**src/design/stdg_pkg.sv**
```systemverilog
package stdg_pkg;

  localparam int ELEMENT_BYTES_DEF = 4;
  localparam int DIM_WIDTH_DEF     = 16;

  localparam int OFS_W     = 48;
  localparam int BYTES_W   = 52;
  localparam int START_W   = 31;
  localparam int SAT_W     = OFS_W + 1;
  localparam int REG_IDX_W = 3;
  localparam int APB_DW    = 32;
  localparam int APB_AW    = REG_IDX_W + 2;

  // saturated operand value, anything at or above 2^48
  localparam logic [SAT_W-1:0] SAT_CAP = SAT_W'(1) << OFS_W;

  localparam logic [REG_IDX_W-1:0] REG_START         = 3'd0;
  localparam logic [REG_IDX_W-1:0] REG_ROW_STRIDE    = 3'd1;
  localparam logic [REG_IDX_W-1:0] REG_PLANE_ROWS    = 3'd2;
  localparam logic [REG_IDX_W-1:0] REG_BATCH_PLANES  = 3'd3;
  localparam logic [REG_IDX_W-1:0] REG_TILE_WIDTH    = 3'd4;
  localparam logic [REG_IDX_W-1:0] REG_TILE_HEIGHT   = 3'd5;
  localparam logic [REG_IDX_W-1:0] REG_TILE_CHANNELS = 3'd6;
  localparam logic [REG_IDX_W-1:0] REG_TILE_BATCHES  = 3'd7;

  localparam logic [1:0] MERGE_NONE    = 2'd0;
  localparam logic [1:0] MERGE_ROWS    = 2'd1;
  localparam logic [1:0] MERGE_PLANES  = 2'd2;
  localparam logic [1:0] MERGE_BATCHES = 2'd3;

  typedef enum logic [1:0] {
    STEP_OUTER,
    STEP_MIDDLE,
    STEP_INNER
  } stdg_step_t;

  typedef struct packed {
    logic restart;
    logic direction;
  } stdg_in_t;

  typedef struct packed {
    logic [OFS_W-1:0]   strided_offset;
    logic [OFS_W-1:0]   packed_offset;
    logic [OFS_W-1:0]   chunk_length;
    logic [BYTES_W-1:0] bytes_so_far;
    logic               direction_tag;
    logic               last_chunk;
    logic               overflow;
  } stdg_out_t;

  typedef struct packed {
    logic       accept;
    logic       restart;
    logic       mul_go;
    stdg_step_t step;
    logic       emit;
  } stdg_cmd_t;

  typedef struct packed {
    logic tile_ok;
    logic last;
  } stdg_status_t;

endpackage

```
**src/design/stdg_ctrl.sv**
```systemverilog
module stdg_ctrl (
  input  logic                   clk,
  input  logic                   rst_n,
  input  logic                   in_valid,
  output logic                   in_ready,
  input  logic                   in_restart,
  output logic                   out_valid,
  input  logic                   out_ready,
  output stdg_pkg::stdg_cmd_t    cmd,
  input  stdg_pkg::stdg_status_t status
);
  import stdg_pkg::*;

  typedef enum logic [1:0] {
    ST_IDLE,
    ST_ACTIVE,
    ST_CALC,
    ST_EMIT
  } state_t;

  state_t     state_r, state_nxt;
  stdg_step_t step_r, step_nxt;
  logic       half_r, half_nxt;
  logic       out_valid_r, out_valid_nxt;
  logic       accept, emit;

  always_comb begin
    in_ready = (state_r == ST_IDLE) || (state_r == ST_ACTIVE);
    accept   = in_valid && in_ready;
    emit     = (state_r == ST_EMIT) && (!out_valid_r || out_ready);

    cmd.accept  = accept;
    cmd.restart = in_restart;
    cmd.mul_go  = (state_r == ST_CALC) && !half_r;
    cmd.step    = step_r;
    cmd.emit    = emit;
  end

  always_comb begin
    state_nxt = state_r;
    step_nxt  = step_r;
    half_nxt  = half_r;
    unique case (state_r)
      ST_IDLE, ST_ACTIVE: begin
        if (accept) begin
          step_nxt = STEP_OUTER;
          half_nxt = 1'b0;
          if (in_restart) begin
            state_nxt = status.tile_ok ? ST_CALC : ST_IDLE;
          end else begin
            state_nxt = (state_r == ST_ACTIVE) ? ST_CALC : ST_IDLE;
          end
        end
      end
      ST_CALC: begin
        half_nxt = !half_r;
        if (half_r) begin
          unique case (step_r)
            STEP_OUTER:  step_nxt = STEP_MIDDLE;
            STEP_MIDDLE: step_nxt = STEP_INNER;
            STEP_INNER:  state_nxt = ST_EMIT;
            default:     step_nxt = STEP_OUTER;
          endcase
        end
      end
      ST_EMIT: begin
        if (emit) begin
          state_nxt = status.last ? ST_IDLE : ST_ACTIVE;
        end
      end
    endcase

    if (emit) begin
      out_valid_nxt = 1'b1;
    end else if (out_ready) begin
      out_valid_nxt = 1'b0;
    end else begin
      out_valid_nxt = out_valid_r;
    end
  end

  always_ff @(posedge clk) begin
    if (!rst_n) begin
      state_r     <= ST_IDLE;
      step_r      <= STEP_OUTER;
      half_r      <= 1'b0;
      out_valid_r <= 1'b0;
    end else begin
      state_r     <= state_nxt;
      step_r      <= step_nxt;
      half_r      <= half_nxt;
      out_valid_r <= out_valid_nxt;
    end
  end

  assign out_valid = out_valid_r;

endmodule

```
**config.mk**
```make
export PLATFORM = sky130hd
export DESIGN_NAME = stdg_ctrl
export DESIGN_NICKNAME = d
export VERILOG_FILES = /design/src/design/stdg_pkg.sv /design/src/design/stdg_ctrl.sv
export SDC_FILE = /design/constraint.sdc
export NUM_CORES = 1
export LEC_CHECK = 0
export ABC_AREA = 1
export BUFFER_PORTS_ARGS = -buffer_cell sky130_fd_sc_hd__buf_2
export CORE_AREA = 2 2 39 41
export CTS_CLUSTER_DIAMETER = 50
export DETAILED_ROUTE_END_ITERATION = 8
export DIE_AREA = 0 0 41 43
export GPL_ROUTABILITY_DRIVEN = 0
export PLACE_DENSITY_LB_ADDON = 0.15
export SYNTH_ARGS = -nofsm -noshare
export SYNTH_HDL_FRONTEND = slang
export SYNTH_SLANG_ARGS = --single-unit
```
**constraint.sdc**
```tcl
create_clock -name clk -period 1.75 [get_ports clk]
set_input_delay 0.0875 -clock clk [delete_from_list [all_inputs] [get_ports clk]]
set_output_delay 0.0875 -clock clk [all_outputs]
set_load 0.03 [all_outputs]
```
==> metrics.yaml <==
status: "finished clean"
hpwl_um: 672
cp.required_ps: 1660
routed_wl_um: 810
cts_buffers: 3
hp-class: "in2reg"
cts_root_buffer: "clkbuf_4"
p_per_area_nw_per_um2: 1000
grt_pass1_wl_mm: 1.39
row_count: 14
crit_path_max_fanout: 6
vias: 411
grt_pass1_vias: 375
routed_wire_length_per_instance_um: 8.27
r2r-start: "state_r[1]$_SDFFE_PN0P_"
drtAntennaViolNets: 0
rsz0062_at_grt: "no"
yosys.area.top_type: "dfxtp_1"
avgSynthCellArea_sq_um: 5.86
leakage_nw: 0.298
max_freq_ghz: 0.827
cap_violations: 0
post-route-min-period_ps: 1210
p_int_uw: 294
cts_tree: "yes"
cp.depth: 3
grt_antenna_before_repair: 0
fin_area_sq_um: 487
clk_latency_ps: 240
synth_seq_cells: 6
finalCritPeriodShare_pct: 69.1
p_sw_uw: 194
combPwrFrac_pct: 37.8
holdWs_ps: 118
placed_area_sq_um: 464
async_flop_share_pct: 0
synth.area.top_cells: "dfxtp_1 30%, nand2_1 21%, inv_1 10%"
chipWidth_um: 41
netlist_area_sq_um: 404
first_pass_iters: 2
cp-start-kind: "flop"
r2r_end: "state_r[1]$_SDFFE_PN0P_"
syn_nets: 76
skew_ps: 3.99
cts.sinks: 6
reg2reg_setup_slack_ps: 650
ys_warn_count: 0
swShare_pct: 39.7
end_kind: "output port"
ctsLongestPathBuffers: 2
synth_edf_count: 0
portBuffers: 14
share_seq_of_total_power_pct: 36.4
totalPowerFinal_uw: 488
drive_gt1_share_pct: 32.9
track_usage_pct: 11.7
area_delta_synth_final_pct: 20.4
synth_cells: 69
fin_util_pct: 35.2
tightestPinTransition_ps: 224
clockPowerShare_pct: 25.9
coreArea_sq_um: 1380
slew_viol_final: 0
grt_max_degree: 7
dr.first_iter.drc_count: 3
critPathTopFamily: "flip-flops"
synth_top_cell_area_share_pct: 29.7
ys.flop_type: "dfxtp_1"
critPathArrivalTime_ps: 1120
cp.buffers_inverters: 1
clk_pin_slew_ps: 50
ys_types: 13
max_slew_margin_pct: 85.0
reg2regPathDepth: 6
ctsHtreeMaxLevel: 1
cp_cell_sequence: "nand2_1 -> nor2_1 -> buf_2"
vias_per_cell: 4.19
drc: 0
synth_seq_area_share_pct: 29.7
io-pin-count: 15
hold_violations: 0
crit_path_max_incr_delay_ps: 430
min_to: "step_r[0]$_SDFFE_PN0P_"
cts_resized: 0
setup_viol: 0
start_util_pct: 29.2
ir_drop_mv: 0.306
min_from: "rst_n"
crit_type: "reg2out"
n_antenna_cell: 0
cts_hold_buf: 0
slowest_stage: "dfxtp_1"
post_cts_buffers: 0
min_path_cells: 3
die_area_sq_um: 1760
finalSetupTns_ps: 0
fp.dieH_um: 43
num-nets-final: 91
grt_overflow_total: 0
## worst max path at each step
stage,from,endpoint
global placement,state_r[1]$_SDFFE_PN0P_,state_r[0]$_SDFFE_PN0P_
floorplan,step_r[1]$_SDFFE_PN0P_,state_r[1]$_SDFFE_PN0P_
CTS,state_r[1]$_SDFFE_PN0P_,cmd[0]
global route,state_r[1]$_SDFFE_PN0P_,cmd[0]
detailed placement,state_r[1]$_SDFFE_PN0P_,state_r[1]$_SDFFE_PN0P_
finish,state_r[1]$_SDFFE_PN0P_,cmd[0]
## per-layer routing
metal / GRT usage [%] / vias up / share of wire [%]
li1: - / 224 / -
met1: 15.0 / 174 / 47
met2: 16.3 / 11 / 46
met3: 3.14 / 2 / 6.4
met4: 8.00 / 0 / 0.74
met5: 0 / - / 0
## cell usage after synthesis (2+ instances only)
| cell type | instances |
|---|---|
| nand2_1 | 23 |
| inv_1 | 11 |
| nor2_1 | 10 |
| dfxtp_1 | 6 |
| buf_4 | 4 |
| inv_2 | 3 |
| nor2_2 | 3 |
| a21oi_1 | 2 |
| nand2_2 | 2 |
| nand3_1 | 2 |
## area by class of cell
| cell class | instances | area (sq um) |
|---|---|---|
| clock buffers | 3 | 22.5 |
| fillers | 166 | 897 |
| inverters | 14 | 52.6 |
| multi-input cells | 45 | 201 |
| flip-flops and latches | 6 | 120 |
| well taps | 16 | 20.0 |
| repair buffers | 14 | 70.1 |
## logic make-up (layout without fill, tap and decap cells)
family | Yosys count | in the layout | share of synthesized area [%]
and+or+nand+nor | 43 | 43 | 47.4
DFF | 6 | 6 | 29.7
AOI/OAI and AO/OA | 2 | 2 | 2.48
buffers and inverters | 18 | 31 | 20.4
## stage by stage
stage | cells | worst slack [ps]
5_1_grt | 98 | 385
3_5_place_dp | 95 | 643
4_1_cts | 98 | 506
2_1_floorplan | 69 | 606
3_3_place_gp | 95 | 615
6_report | 98 | 540
## sequential cells by signal, indices dropped and copies added, names as in the netlist
signal / cells
state_r: 2
step_r: 2
half_r: 1
out_valid: 1
## cells in the final DEF (no fill, tap or decap)
cell type  count
inv_1         11
buf_2         14
or2_1          1
nor2_1        10
nand2_1       23
clkbuf_4       3
nand3_2        1
nor3_2         1
inv_2          3
nand3_1        2
dfxtp_1        6
nor2_2         3
nand2_2        2
a21oi_1        2
## power groups by stage
stage | sequential [mW] | combinational, mW | clock, mW
2_1_floorplan | 0.194 | 0.138 | 0
3_3_place_gp | 0.179 | 0.189 | 0
3_5_place_dp | 0.180 | 0.187 | 0
4_1_cts | 0.177 | 0.187 | 0.136
5_1_grt | 0.181 | 0.212 | 0.144
6_report | 0.178 | 0.185 | 0.126
## worst register-to-register path, delay by kind of cell (launching register included)
kind | cells | cell delay [ps]
and+or+nand+nor | 6 | 570
DFF | 1 | 430
(Power assumes the default switching activity.)
